**src/hw/rtl/semfp_ram.sv**
```systemverilog
// ----------------------------------------------------------------------------
// semfp_ram
// Generic RAM, one write and one read port, registered read, write-first.
// ----------------------------------------------------------------------------
module semfp_ram #(
	parameter int WIDTH = 8,
	parameter int DEPTH = 64
) (
	input  logic                     clk,
	input  logic                     we,
	input  logic [$clog2(DEPTH)-1:0] waddr,
	input  logic [WIDTH-1:0]         wdata,
	input  logic [$clog2(DEPTH)-1:0] raddr,
	output logic [WIDTH-1:0]         rdata
);

	logic [WIDTH-1:0] mem [DEPTH];

	always_ff @(posedge clk) begin
		if (we)
			mem[waddr] <= wdata;
		// same-edge write to the read address returns the new word
		if (we && (waddr == raddr))
			rdata <= wdata;
		else
			rdata <= mem[raddr];
	end

endmodule

```
**config.mk**
```make
export PLATFORM = sky130hd
export DESIGN_NAME = semfp_ram
export DESIGN_NICKNAME = d
export VERILOG_FILES = /design/src/hw/rtl/semfp_ram.sv
export SDC_FILE = /design/constraint.sdc
export NUM_CORES = 1
export LEC_CHECK = 0
export BUFFER_PORTS_ARGS = -buffer_cell sky130_fd_sc_hd__buf_4
export CAP_MARGIN = 0
export CORE_ASPECT_RATIO = 1.4
export CORE_UTILIZATION = 40
export CTS_BUF_LIST = sky130_fd_sc_hd__clkbuf_4 sky130_fd_sc_hd__clkbuf_8 sky130_fd_sc_hd__clkbuf_16
export DETAILED_ROUTE_END_ITERATION = 8
export PLACE_DENSITY = 0.63
export SLEW_MARGIN = 20
export SYNTH_ARGS = -nofsm -noshare
export SYNTH_HDL_FRONTEND = slang
export SYNTH_SLANG_ARGS = --single-unit
```
**constraint.sdc**
```tcl
create_clock -name clk -period 3.7 [get_ports clk]
set_input_delay 0 -clock clk [delete_from_list [all_inputs] [get_ports clk]]
set_output_delay 0 -clock clk [all_outputs]
set_load 0.005 [all_outputs]
```
==> run summary <==
Run status = finished, final reports clean
Setup violators final = 0
Max-cap viol count = 0
Startpoint types = register
Via/cell ratio = 5.71
Slew Limit Fails = 0
Final ANT Viol Nets = 0
Most common cell after layout, fill and taps aside = edfxtp_1
Cell count after placement = 1577
Clock root cell = clkbuf_16
Req. time, crit path = 3700 ps
YS warnings = 0
Initial antenna violation count = 0
# nets final = 1021
Maximum resistive drop on vdd = 0.298 mV
Die H = 267 um
HPWL after DPL = 27.9 mm
Worst path arrival time = 3490 ps
Average instance area after synthesis = 21.5 sq um
Fmax achieved = 287 MHz
Rows = 96
ANT cells = 0
Commonest non-fill, non-tap cells in the layout = 512 x edfxtp_1, 126 x mux4_2, 83 x nor2_1
Max reg flops = 512
Crit end category = primary output
Worst rel slew slack = 31.4%
CTS tree = done
Cells after Synth = 938
Congestion Overflow GR = 0
CTS Buf Count = 48
Tcrit/Tclk final = 94.2%
Synth cell types = 40
First-pass GRT wire length = 66.2 mm
Setup_tns = 0 ps
Reg clk slew, reported paths = 60 ps
# resized after CTS = 0
Least-Margin Pin Slew = 1030 ps
Final Hold Viols = 0
Util after Layout = 45.9%
Hold crit path type = in -> reg
LEAKAGE = 0.00699 uW
Starting Density = 40.8%
Via count of the first global-routing pass = 10000
Fraction of registers with async set/reset = 0%
Buffers on Ports = 29
DR pass1 iterations = 5
CP max FO = 31
Largest net degree at the start of global routing = 65
Core Region = 49400 sq um
Clock Tree Buf Depth = 3
Syn-to-layout area delta = 12.5%
Final wirelength = 44.7 mm
Hold-fix buffer count after cts = 9
Number of flops mapped to enable cells by yosys = 512
Htree depth = 2
DIE AREA = 51200 sq um
Largest regs = mem: 512 flops
Final Non-Filler Cells = 1671
Routability cong. = 0.807
Syn_nets = 960
Crit path kind = reg -> out
# Post-CTS Setup Buffers = 0
Share of cells above drive strength 1 = 26.3%
DRC marker count from the first detailed-route iteration = 842
P per Cell Area = 524 nW/um^2
Chip width = 192 um
Most flops, register = mem
DR WL/cell = 26.8 um
Prevailing post-synth register cell = edfxtp_1
Clk sinks = 518
Sequential area share after synthesis = 77.0%
GR Util All Layers = 18.1%
Drt drc = 0
Io pins = 30
Register bit total from synthesis = 518
Fin crit period = 3490 ps
Syn Std Cell Area = 20100 sq um
FILL cells = 4114
RSZ-0062 raised after global routing = false
Routed vias = 9545
==> power breakdown <==
group / leakage, uW / switching (uW) / internal (uW) / total (uW)
Sequential: 0.00466 / 58.3 / 6490 / 6550
Clock: 0.000749 / 2040 / 2700 / 4740
Combinational: 0.00159 / 328 / 243 / 571
Total: 0.00699 / 2430 / 9430 / 11900
==> worst max-delay path, stage by stage, from the launching register on <==
cell and delay, ps:
dfxtp_4 820, buf_12 330, mux4_2 550, mux4_2 470, nor2_1 200, nor3_1 110
o2bb2ai_1 220, buf_4 160
==> cell type report <==
type / count / area, sq um / area share [%]
clock buffers: 59 / 1300 / 5.75
repair buffers: 62 / 526 / 2.32
clock inverters: 26 / 196 / 0.868
multi-input cells: 369 / 4320 / 19.1
well taps: 637 / 797 / 3.52
flip-flops and latches: 518 / 15500 / 68.5
==> cell usage after synthesis, types with 4 or more instances <==
cell type | n | area (sq um)
nand3_1 | 13 | 65.1
o221ai_1 | 8 | 70.1
dfxtp_1 | 6 | 120
nand2b_1 | 7 | 43.8
a211oi_1 | 4 | 30.0
nor3_1 | 7 | 35.0
nand2_1 | 19 | 71.3
clkbuf_1 | 17 | 63.8
buf_1 | 4 | 15.0
nor2b_1 | 14 | 87.6
a221oi_1 | 6 | 52.6
nor2_1 | 83 | 312
o22ai_1 | 8 | 50.1
mux4_2 | 126 | 2840
buf_4 | 13 | 97.6
mux2i_1 | 23 | 230
mux2_2 | 13 | 146
edfxtp_1 | 512 | 15400
buf_2 | 11 | 55.1
buf_6 | 4 | 45.0
==> per-stage QoR <==
step | hold slack [ps] | total power (uW) | worst slack [ps] | cell area, sq um
5_1_grt | 16.9 | 12200 | 50.9 | 22600
4_1_cts | 3.59 | 12000 | 163 | 22600
3_3_place_gp | 105 | 7240 | 776 | 21100
6_report | 8.85 | 11900 | 215 | 22600
2_1_floorplan | 27.7 | 6970 | 1820 | 20100
3_5_place_dp | 106 | 7250 | 781 | 21100
==> layer usage <==
layer  wire [um]  GRT usage, %  vias up
li1            -             -     4033
met2       23300          31.3      322
met5           0             0        -
met4        1520          6.78        0
met3        2490          2.77       86
met1       17400          22.9     5104
==> worst paths after layout <==
| path | start | endpoint | slack (ps) | cells past startpoint |
|---|---|---|---|---|
| worst max-delay path | register | rdata[1] | 210 | 7 |
| worst min-delay path | wdata[0] | mem[51][0] | 9 | 1 |
==> kinds of logic (layout without fill, tap and decap cells) <==
family | after synthesis | after routing | synth area share, %
AO/OA/AOI/OAI | 54 | 54 | 2.08
buffers and inverters | 51 | 147 | 1.57
flip-flops | 518 | 518 | 77.0
multiplexers | 162 | 162 | 16.0
AND/OR/NAND/NOR | 153 | 153 | 3.39
(Power assumes the default switching activity.)
