`src/hw/rtl/semfp_pkg.sv`:
```
// ----------------------------------------------------------------------------
// semfp_pkg
// Types, constants and helpers of the semaphore unit.
// ----------------------------------------------------------------------------
package semfp_pkg;

	localparam int NUM_SEMS    = 64;
	localparam int NUM_WAITERS = 64;
	localparam int NUM_TASKS   = 256;
	localparam int SEM_W       = 6;
	localparam int WT_W        = 6;
	localparam int PTR_W       = WT_W + 1;
	localparam int MAX_RES     = 4;
	localparam int OFIFO_DEPTH = 8;
	localparam int OFIFO_AW    = 3;

	localparam logic [PTR_W-1:0] PTR_NIL   = {1'b1, {WT_W{1'b0}}};
	localparam logic [7:0]       NO_PRIO   = 8'hFF;
	localparam logic [15:0]      REFS_MAX  = 16'hFFFF;
	localparam logic signed [31:0] COUNT_MAX = 32'sh7FFF_FFFF;

	// opcodes
	localparam logic [2:0] OP_CREATE   = 3'd0;
	localparam logic [2:0] OP_WAIT     = 3'd1;
	localparam logic [2:0] OP_TRYWAIT  = 3'd2;
	localparam logic [2:0] OP_POST     = 3'd3;
	localparam logic [2:0] OP_RETIRE   = 3'd4;
	localparam logic [2:0] OP_GETVALUE = 3'd5;
	localparam logic [2:0] OP_CLOSE    = 3'd6;
	localparam logic [2:0] OP_OPEN     = 3'd7;

	// result kinds
	localparam logic [1:0] K_REPLY  = 2'd0;
	localparam logic [1:0] K_GRANT  = 2'd1;
	localparam logic [1:0] K_DONATE = 2'd2;
	localparam logic [1:0] K_CLEAR  = 2'd3;

	// reply status
	localparam logic [2:0] ST_OK       = 3'd0;
	localparam logic [2:0] ST_QUEUED   = 3'd1;
	localparam logic [2:0] ST_NOTFOUND = 3'd2;
	localparam logic [2:0] ST_BLOCK    = 3'd3;
	localparam logic [2:0] ST_NOSPACE  = 3'd4;
	localparam logic [2:0] ST_CANCEL   = 3'd5;

	typedef struct packed {
		logic [2:0]       opcode;
		logic [SEM_W-1:0] sem_slot;
		logic [WT_W-1:0]  waiter_slot;
		logic [7:0]       task_id;
		logic [7:0]       task_prio;
		logic [30:0]      init_value;
		logic             rt_mode;
	} cmd_t;

	typedef struct packed {
		logic [1:0]         kind;
		logic [2:0]         status;
		logic [5:0]         slot_out;
		logic [7:0]         task_out;
		logic [7:0]         prio_out;
		logic signed [31:0] count_out;
		logic               last;
	} res_t;

	typedef struct packed {
		logic signed [31:0] count;
		logic               rt;
		logic [15:0]        refs;
		logic               owner_v;
		logic [7:0]         owner_task;
		logic [PTR_W-1:0]   head;
		logic [PTR_W-1:0]   tail;
	} sem_ent_t;

	typedef struct packed {
		logic             granted;
		logic [7:0]       task_id;
		logic [7:0]       prio;
		logic [PTR_W-1:0] next;
		logic [SEM_W-1:0] sem;
	} wt_ent_t;

	typedef struct packed {
		logic             we;
		logic [SEM_W-1:0] waddr;
		sem_ent_t         wdata;
		logic [SEM_W-1:0] raddr;
	} smem_req_t;

	typedef struct packed {
		logic            we;
		logic [WT_W-1:0] waddr;
		wt_ent_t         wdata;
		logic [WT_W-1:0] raddr;
	} wmem_req_t;

	function automatic res_t mk_reply(logic [2:0] st, logic [5:0] slot,
			logic signed [31:0] cnt);
		res_t r;
		r.kind      = K_REPLY;
		r.status    = st;
		r.slot_out  = slot;
		r.task_out  = 8'd0;
		r.prio_out  = 8'd0;
		r.count_out = cnt;
		r.last      = 1'b1;
		return r;
	endfunction

	function automatic res_t mk_event(logic [1:0] k, logic [5:0] slot,
			logic [7:0] tk, logic [7:0] pr);
		res_t r;
		r.kind      = k;
		r.status    = ST_OK;
		r.slot_out  = slot;
		r.task_out  = tk;
		r.prio_out  = pr;
		r.count_out = 32'sd0;
		r.last      = 1'b0;
		return r;
	endfunction

endpackage

```
`src/hw/rtl/semfp_ofifo.sv`:
```
// ----------------------------------------------------------------------------
// semfp_ofifo
// Result queue between the sequencer and the output stream.
// ----------------------------------------------------------------------------
module semfp_ofifo (
	input  logic              clk,
	input  logic              arst_n,
	input  logic              push,
	input  semfp_pkg::res_t   push_item,
	output logic              room,
	output logic              out_valid,
	input  logic              out_ready,
	output semfp_pkg::res_t   out_item
);

	semfp_pkg::res_t                      buf_q [semfp_pkg::OFIFO_DEPTH];
	logic [semfp_pkg::OFIFO_AW-1:0]       wr_q;
	logic [semfp_pkg::OFIFO_AW-1:0]       rd_q;
	logic [semfp_pkg::OFIFO_AW:0]         cnt_q;
	logic                                 pop;

	assign out_valid = (cnt_q != '0);
	assign out_item  = buf_q[rd_q];
	assign pop       = out_valid && out_ready;
	// room for a whole command's worth of results
	assign room      = (cnt_q <= (semfp_pkg::OFIFO_AW+1)'(semfp_pkg::OFIFO_DEPTH
		- semfp_pkg::MAX_RES));

	always_ff @(posedge clk) begin
		if (push)
			buf_q[wr_q] <= push_item;
	end

	always_ff @(posedge clk or negedge arst_n) begin
		if (!arst_n) begin
			wr_q  <= '0;
			rd_q  <= '0;
			cnt_q <= '0;
		end else begin
			if (push)
				wr_q <= wr_q + 1'b1;
			if (pop)
				rd_q <= rd_q + 1'b1;
			if (push && !pop)
				cnt_q <= cnt_q + 1'b1;
			else if (pop && !push)
				cnt_q <= cnt_q - 1'b1;
		end
	end

endmodule

```
`config.mk`:
```
export PLATFORM = sky130hd
export DESIGN_NAME = semfp_ofifo
export DESIGN_NICKNAME = d
export VERILOG_FILES = /design/src/hw/rtl/semfp_pkg.sv /design/src/hw/rtl/semfp_ofifo.sv
export SDC_FILE = /design/constraint.sdc
export NUM_CORES = 1
export LEC_CHECK = 0
export BUFFER_PORTS_ARGS = -buffer_cell sky130_fd_sc_hd__buf_2
export CAP_MARGIN = 20
export CORE_ASPECT_RATIO = 1.2
export CORE_UTILIZATION = 30
export DETAILED_ROUTE_END_ITERATION = 6
export HOLD_SLACK_MARGIN = 0.12
export RECOVER_POWER = 25
export SKIP_CTS_REPAIR_TIMING = 1
export SYNTH_ARGS = -nofsm -noshare
export SYNTH_HDL_FRONTEND = slang
export SYNTH_SLANG_ARGS = --single-unit
```
`constraint.sdc`:
```
create_clock -name clk -period 9.1 [get_ports clk]
set_clock_uncertainty 0.15 [all_clocks]
set_input_delay 0.455 -clock clk [delete_from_list [all_inputs] [get_ports clk]]
set_output_delay 0.455 -clock clk [all_outputs]
set_load 0.02 [all_outputs]
```
==> results of run 1 <==
==> area by class of cell <==
type | count | area [µm²] | area share, %
Antenna cell | 2 | 5.005 | 0.02219
Clock buffer | 52 | 1237 | 5.487
Clock inverter | 34 | 351.6 | 1.559
Inverter | 1 | 3.754 | 0.01664
Multi-Input combinational cell | 229 | 3889 | 17.24
Sequential cell | 490 | 14680 | 65.07
Tap cell | 816 | 1021 | 4.527
Timing Repair Buffer | 206 | 1370 | 6.075
==> placed cells by master, fill, tap and decap left out, types with 2 or more instances in the layout <==
cell type | netlist | final
clkinv_4 | 0 | 3
clkbuf_16 | 0 | 49
nor3_2 | 0 | 2
nand2b_1 | 3 | 3
inv_6 | 0 | 4
diode_2 | 0 | 2
mux4_1 | 27 | 27
buf_4 | 0 | 15
clkinvlp_4 | 0 | 5
clkinv_2 | 0 | 10
ha_1 | 5 | 5
clkbuf_1 | 14 | 40
dfrtp_4 | 0 | 3
or4_1 | 2 | 2
mux2_2 | 62 | 62
clkinv_1 | 0 | 6
dfrtp_1 | 10 | 7
dlygate4sd3_1 | 0 | 65
xnor2_1 | 5 | 5
a21oi_1 | 2 | 2
mux4_2 | 93 | 93
buf_2 | 4 | 88
o211ai_1 | 2 | 2
nand2_1 | 6 | 6
bufinv_16 | 0 | 6
edfxtp_1 | 480 | 480
nor2_4 | 0 | 6
nand3_1 | 3 | 3
==> cell families after synthesis <==
kind of cell	after synthesis	synth area share (%)
AO/OA/AOI/OAI	7	0.2598
XOR/XNOR	6	0.2798
buffers and inverters	36	1.512
adder cells (fa/ha/maj)	6	0.4397
flip-flops	490	78.08
AND/OR/NAND/NOR	26	0.6728
multiplexers	184	18.76
==> final timing paths <==
| path | slack, ps | cells after the start | to |
|---|---|---|---|
| min in group asynchronous | 650 | 3 | cnt_q[1]$_DFFE_PN0P_ |
| max | 4960 | 4 | out_item[58] |
| min | 400 | 2 | cnt_q[2]$_DFFE_PN0P_ |
| max reg2reg | 6010 | 8 | cnt_q[3]$_DFFE_PN0P_ |
| max in group asynchronous | 7370 | 4 | cnt_q[2]$_DFFE_PN0P_ |
| min reg2reg | 400 | 2 | cnt_q[2]$_DFFE_PN0P_ |
==> sequential cells by signal, indices dropped and copies added (netlist names) <==
| signal | cells |
|---|---|
| cnt_q | 4 |
| buf_q | 480 |
| rd_q | 3 |
| wr_q | 3 |
==> power breakdown <==
group          total, mW  switching, mW  internal (mW)
Combinational       2.17           1.17          0.993
Sequential          3.03          0.193           2.84
Clock               1.99          0.831           1.16
==> per-stage QoR <==
step	instances	total power, mW	hold WS, ps	area [µm²]
5_1_grt	1830	7.533	443.1	22550
3_5_place_dp	1676	5.293	187.7	20330
3_3_place_gp	1676	5.265	185.1	20330
2_1_floorplan	755	4.647	9.409	18780
6_report	1830	7.188	401.9	22550
4_1_cts	1762	7.300	-435.6	21920
==> routing by layer <==
| layer | routed length [µm] | share of wire (%) | up-vias |
|---|---|---|---|
| met2 | 19280 | 50 | 159 |
| li1 | - | - | 3700 |
| met1 | 16560 | 43 | 4465 |
| met3 | 1532 | 4.0 | 59 |
| met5 | 0 | 0 | - |
| met4 | 882 | 2.3 | 0 |
==> worst max-delay path: cells and delay by family, from the launching register on <==
family   cells  cell delay, ps
flops        1             970
mux          2             730
buf+inv      2            1080
==> results.toml, run 1 <==
[worst_setup_path]
setup.worst_path.start = "rd_q[1]$_DFFE_PN0P_"
slowest_stage = "dfrtp_4"
max_stage_delay_ps = 970
worstReg2RegStart = "cnt_q[0]$_DFFE_PN0P_"
crit_type = "register to output pin"
crit_chain = "buf_4 > mux4_2 > mux2_2 > buf_2"
critPathCaptureType = "output pin"
worstPathRequired_ps = 8500
crit_arrival_ps = 3540
cp-start-kind = "register"
crit_fanout = 64

[synthesis]
yosysTopAreaCellShare_pct = 76.74
yosysWarnings = 0
synth_ff_type = "edfxtp_1"
synth_common_cells = "edfxtp_1 (480), mux4_2 (93), mux2_2 (62)"
synth_area_leader_cell = "edfxtp_1"
synthesis.area_um2 = 18780
syn_avg_cell_area_um2 = 24.88
async_reset_ff_share_pct = 2.041
synth.area.top_cells = "edfxtp_1 (77%), mux4_2 (11%), mux4_1 (3.8%)"
synthCells = 755
synth.most_common_cell = "edfxtp_1"
synth-seq-cells = 490
seq_area_frac_synth_pct = 78.08
synth-edff-count = 480
synth_cell_type_count = 30
synth_fp_nets = 825

[cts]
clkTransAtPathRegs_ps = 60
clock_sinks = 490
h-tree-depth = 2
clk_latency_ps = 570
cts_buffer_depth = 3
cts_buffers = 47
cts_tree = "done"
cts_root_buf = "clkbuf_16"

[route]
via_count = 8383
routedWlPerCell_um = 20.91
drc = 0
drt_wl_total_mm = 38.26
drt_first_pass_iters = 4
via_per_inst = 4.581
ant_nets = 0
drt-initial-drc-count = 540

[grt]
grt-ovfl-total = 0
met2_usage_pct = 20.68
grtUsageMet1_pct = 15.44
grt_max_degree = 65
grt_pass1_vias = 8874
grt.met3_usage_pct = 2.382
track_usage_pct = 12.14
grt-busiest-layer = "met2"
antenna_found_initial = 2
grt_pass1_wl_mm = 57.17

[power]
p_leak_nw = 7.244
peakVddDrop_mv = 0.1959
p_per_area_nw_per_um2 = 318.7

[min_path]
hp-class = "register to register"
min_from = "cnt_q[2]$_DFFE_PN0P_"

[place]
portBuffers = 125
post-place-ws_ps = 5456
dp_hpwl_mm = 20.24
gp_congestion = 0.6947

[sta]
finalMaxSlewViolations = 0
period_minus_slack_ps = 4145
finalSetupTns_ps = 0
tightest_slew_ps = 1057
rsz0062_at_grt = "no"
setup_viol = 0
max-slew-margin-rel_pct = 29.54
fin_crit_sh_pct = 45.55
fin_ws_ps = 4955
fmax_mhz = 241.3
final_hold_viol_count = 0

[run]
maxCapViolations = 0

[final_layout]
syn_to_final_growth_pct = 20.08
final_nets = 1045
final_util_pct = 36.41
final.fill_count = 5664
drive_gt1_share_pct = 34.29

[floorplan]
row_count = 100
die_y_um = 276.1
coreArea_um2 = 61930
ios = 126
die_w_um = 230.4
die-area_um2 = 63610
start_util_pct = 30.33

[status]
run_status = "finished clean"
No activity file was read; power rests on OpenSTA's default activity.
==> run 2, diff against run 1 <==
Clock period 9.1 ns to 3.55 ns, I/O delays scaled along.
==> results.toml, run 2 (synthesis results as in run 1) <==
[cts]
clkTransAtPathRegs_ps = 60
cts_root_buf = "clkbuf_16"
cts_tree = "done"
clock_sinks = 490
clk_latency_ps = 560
cts_buffers = 49
cts_buffer_depth = 3
h-tree-depth = 2

[status]
failed_checks = "DRC"
run_status = "finished, violations left"

[power]
p_sw_share_pct = 30.02
p_per_area_nw_per_um2 = 826.1
combPwrFrac_pct = 30.5
power_frac_seq_pct = 40.8
clkPwrFrac_pct = 28.7
p_total_mw = 18.81
internal-power_mw = 13.16
power_switching_mw = 5.648
peakVddDrop_mv = 0.5094
p_leak_nw = 7.364

[worst_setup_path]
crit_type = "register to register"
cp-start-kind = "register"
crit_chain = "or4_1 > nand2_1 > ha_1 > inv_1 > ha_1 > or4_1 > o211ai_1 > o211ai_1"
path_delay_family = "simple AND/OR/NAND/NOR gates"
crit_arrival_ps = 3410
max_stage_delay_ps = 590
slowest_stage = "or4_1"
worstPathRequired_ps = 3840
crit_buf_inv = 1
crit_fanout = 6
critPathCaptureType = "register"

[route]
wl_met3_mm = 1.339
drt_first_pass_iters = 6
wl_met2_mm = 19.78
drc = 1
via_count = 8504
drt-initial-drc-count = 411
routedWlPerCell_um = 21.17
drt_wl_total_mm = 39.00
via_per_inst = 4.617
wirelength_met1_mm = 16.93
ant_nets = 0
top_layer = "met5"

[sta]
finalMaxSlewViolations = 0
rsz0062_at_grt = "no"
finalSetupTns_ps = 0
max-slew-margin-rel_pct = 42.75
setup_viol = 0
final_hold_viol_count = 0
period_minus_slack_ps = 3124
tightest_slew_ps = 858.8
fmax_mhz = 320.1
fin_crit_sh_pct = 87.99

[final_layout]
final_common_cell = "edfxtp_1"
max_flop_register = "buf_q"
layout_common_cells = "edfxtp_1 (480), mux4_2 (93), buf_2 (90), dlygate4sd3_1 (64), mux2_2 (62)"
diodes = 0
largest_reg_flops = 480
drive_gt1_share_pct = 34.02
final_nets = 1057
reg_top3 = "buf_q: 480 flops, cnt_q: 4 flops"
final.fill_count = 5665
syn_to_final_growth_pct = 21.24

[place]
portBuffers = 125
gp_congestion = 0.7095
dp_hpwl_mm = 20.67

[grt]
grt-ovfl-total = 0
grt_max_degree = 83
grt_pass1_wl_mm = 57.66
antenna_found_initial = 3
grt_pass1_vias = 9049
track_usage_pct = 12.26

[floorplan]
coreArea_um2 = 61930
die_w_um = 230.4
die_y_um = 276.1
start_util_pct = 30.33
row_count = 100
die-area_um2 = 63610
ios = 126

[run]
maxCapViolations = 0

[min_path]
hp-class = "input pin to register"
run 2: changes by cell type in the layout (fill, tap and decap cells not counted), moves of 3 or more:
cell | previous run | this run
clkinv_1 | 6 | 14
buf_4 | 15 | 22
clkinv_4 | 3 | 0
clkinvlp_4 | 5 | 0
bufinv_16 | 6 | 9
buf_12 | 0 | 5
clkinv_2 | 10 | 2
clkbuf_1 | 40 | 45
run 2: metrics by stage:
step	hold WS, ps	worst slack [ps]	cells	utilization (%)	area, µm²
after floorplan	-268.1	-212.9	755	-	18790
after global placement	-92.31	607.8	1688	33.09	20490
after detailed placement	-83.22	508.8	1688	33.09	20490
after CTS	-714.1	452.9	1778	35.80	22170
after global routing	281.5	260.2	1842	36.77	22770
final	279.8	426.4	1842	36.77	22770
run 2: worst paths after layout:
| kind | from | to | slack [ps] | cells after the start |
|---|---|---|---|---|
| worst min register to register | wr_q[1]$_DFFE_PN0P_ | wr_q[1]$_DFFE_PN0P_ | 430 | 1 |
| max in group asynchronous | arst_n | rd_q[0]$_DFFE_PN0P_ | 2330 | 3 |
| worst max-delay path | cnt_q[0]$_DFFE_PN0P_ | cnt_q[3]$_DFFE_PN0P_ | 430 | 8 |
| worst min-delay path | push_item[4] | buf_q[6][4]$_DFFE_PP_ | 280 | 2 |
| min in group asynchronous | arst_n | cnt_q[1]$_DFFE_PN0P_ | 510 | 3 |
| worst max register to register | cnt_q[0]$_DFFE_PN0P_ | cnt_q[3]$_DFFE_PN0P_ | 430 | 8 |
run 2: per-layer routing:
metal | vias to the layer above | track usage, %
li1 | 3718 | -
met2 | 156 | 20.95
met4 | 6 | 4.075
met1 | 4552 | 15.41
met3 | 72 | 2.599
met5 | - | 0
run 2: cell type report:
type                            instances  area, µm²  share of cell area (%)
Multi-Input combinational cell        229       3901                   17.13
Timing Repair Buffer                  216       1488                   6.533
Sequential cell                       490      14680                   64.45
Tap cell                              816       1021                   4.484
Inverter                                1      3.754                 0.01648
Clock inverter                         29      367.9                   1.615
Clock buffer                           61       1314                   5.770
run 2: power groups by stage:
| stage | registers [mW] | logic [mW] | clock network (mW) |
|---|---|---|---|
| 3_3_place_gp | 7.77 | 5.81 | 0 |
| 4_1_cts | 7.71 | 5.87 | 5.55 |
| 2_1_floorplan | 7.59 | 4.31 | 0 |
| 3_5_place_dp | 7.83 | 5.85 | 0 |
| 5_1_grt | 7.77 | 6.16 | 5.75 |
| 6_report | 7.68 | 5.74 | 5.39 |
run 2: worst reg2reg max path, delay by kind of cell (launching register included):
kind | cells | cell delay, ps
simple gates | 3 | 1320
fa+ha+maj | 2 | 660
flops | 1 | 460
compound gates | 2 | 270
buf+inv | 1 | 130
==> run 3, diff against run 2 <==
Settings changed: PLACE_DENSITY set to 0.55.
==> results.toml, run 3 (synthesis results as in run 1) <==
[status]
run_status = "finished clean"

[floorplan]
ios = 126
coreArea_um2 = 61930
die-area_um2 = 63610
die_y_um = 276.1
row_count = 100
start_util_pct = 30.33
die_w_um = 230.4

[worst_setup_path]
critPathCaptureType = "output pin"
crit_fanout = 21
crit_chain = "buf_12 > buf_12 > mux4_1 > mux2_2 > buf_2"
worstPathRequired_ps = 3220
crit_type = "register to output pin"
slowest_stage = "dfrtp_4"
crit_buf_inv = 3
cp_common_cell = "buf_12"
path_delay_family = "multiplexers"
setup.worst_path.start = "rd_q[0]$_DFFE_PN0P_"
max_stage_delay_ps = 700
cp-start-kind = "register"
worstReg2RegStart = "cnt_q[0]$_DFFE_PN0P_"
crit_arrival_ps = 2790

[power]
p_per_area_nw_per_um2 = 820.7
peakVddDrop_mv = 0.3157
p_total_mw = 18.70
p_leak_nw = 7.334

[final_layout]
max_flop_register = "buf_q"
final_common_cell = "edfxtp_1"
largest_reg_flops = 480
drive_gt1_share_pct = 33.95
final_util_pct = 36.79
layout_common_cells = "edfxtp_1 (480), mux4_2 (93), buf_2 (89), dlygate4sd3_1 (64), mux2_2 (62)"
final.fill_count = 5648
final_nets = 1053
diodes = 0
reg_top3 = "buf_q: 480 flops, cnt_q: 4 flops"
syn_to_final_growth_pct = 21.32

[route]
ant_nets = 0
via_count = 8447
routedWlPerCell_um = 21.12
drt-initial-drc-count = 595
drc = 0
via_per_inst = 4.596
drt_wl_total_mm = 38.83
drt_first_pass_iters = 4

[cts]
cts_buffers = 50
clkTransAtPathRegs_ps = 60
clk_latency_ps = 570
h-tree-depth = 2
cts_buffer_depth = 3
cts_tree = "done"
clock_sinks = 490
cts_root_buf = "clkbuf_16"

[sta]
rsz0062_at_grt = "no"
period_minus_slack_ps = 3119
finalMaxSlewViolations = 0
final_hold_viol_count = 0
setup_viol = 0
max-slew-margin-rel_pct = 38.79
fmax_mhz = 320.6
tightest_slew_ps = 918.2
fin_crit_sh_pct = 87.86

[min_path]
min_from = "push_item[53]"
hp-class = "input pin to register"

[place]
portBuffers = 125
gp_congestion = 0.6847
dp_hpwl_mm = 20.04

[grt]
grt_pass1_vias = 9000
track_usage_pct = 12.32
grt_max_degree = 61
grt-ovfl-total = 0
antenna_found_initial = 0
grt_pass1_wl_mm = 57.81

[run]
maxCapViolations = 0
[run 3: per-layer routing]
| metal | wire length, µm | track usage, % | up-vias |
|---|---|---|---|
| met3 | 1471 | 2.558 | 63 |
| met1 | 16730 | 15.81 | 4505 |
| met5 | 0 | 0 | - |
| met2 | 19770 | 20.91 | 158 |
| met4 | 850 | 3.651 | 0 |
| li1 | - | - | 3721 |
[run 3: final cells by class]
cell class                      instances  area, µm²  share of cell area (%)
Sequential cell                       490      14680                   64.40
Multi-Input combinational cell        229       3901                   17.12
Timing Repair Buffer                  211       1587                   6.962
Clock buffer                           62       1318                   5.782
Tap cell                              816       1021                   4.481
Clock inverter                         29      281.5                   1.235
Inverter                                1      3.754                 0.01647
[run 3: report_power, final]
part	total [mW]	switching, mW	internal, mW
Clock	5.16	2.16	3.00
Sequential	7.79	0.517	7.27
Combinational	5.76	3.04	2.71
[run 3: stage by stage]
stage	TNS, ps	hold slack [ps]	setup slack, ps	instance area, µm²	cells
after global placement	0	-81.13	607.1	20590	1683
after global routing	0	275.3	241.1	22790	1838
after floorplan	-60340	-268.1	-212.9	18790	755
final	0	283.8	431.1	22790	1838
after CTS	0	-713.2	320.4	22190	1774
after detailed placement	0	-76.53	553.9	20590	1683
[run 3: final timing paths]
check                           slack, ps                     end  depth (start not counted)
min in group asynchronous             490    cnt_q[1]$_DFFE_PN0P_                          3
worst min register to register        400    cnt_q[2]$_DFFE_PN0P_                          2
worst max register to register        520    cnt_q[3]$_DFFE_PN0P_                          8
max in group asynchronous            2330     rd_q[0]$_DFFE_PN0P_                          3
worst min-delay path                  280  buf_q[2][53]$_DFFE_PP_                          2
worst max-delay path                  430            out_item[34]                          5
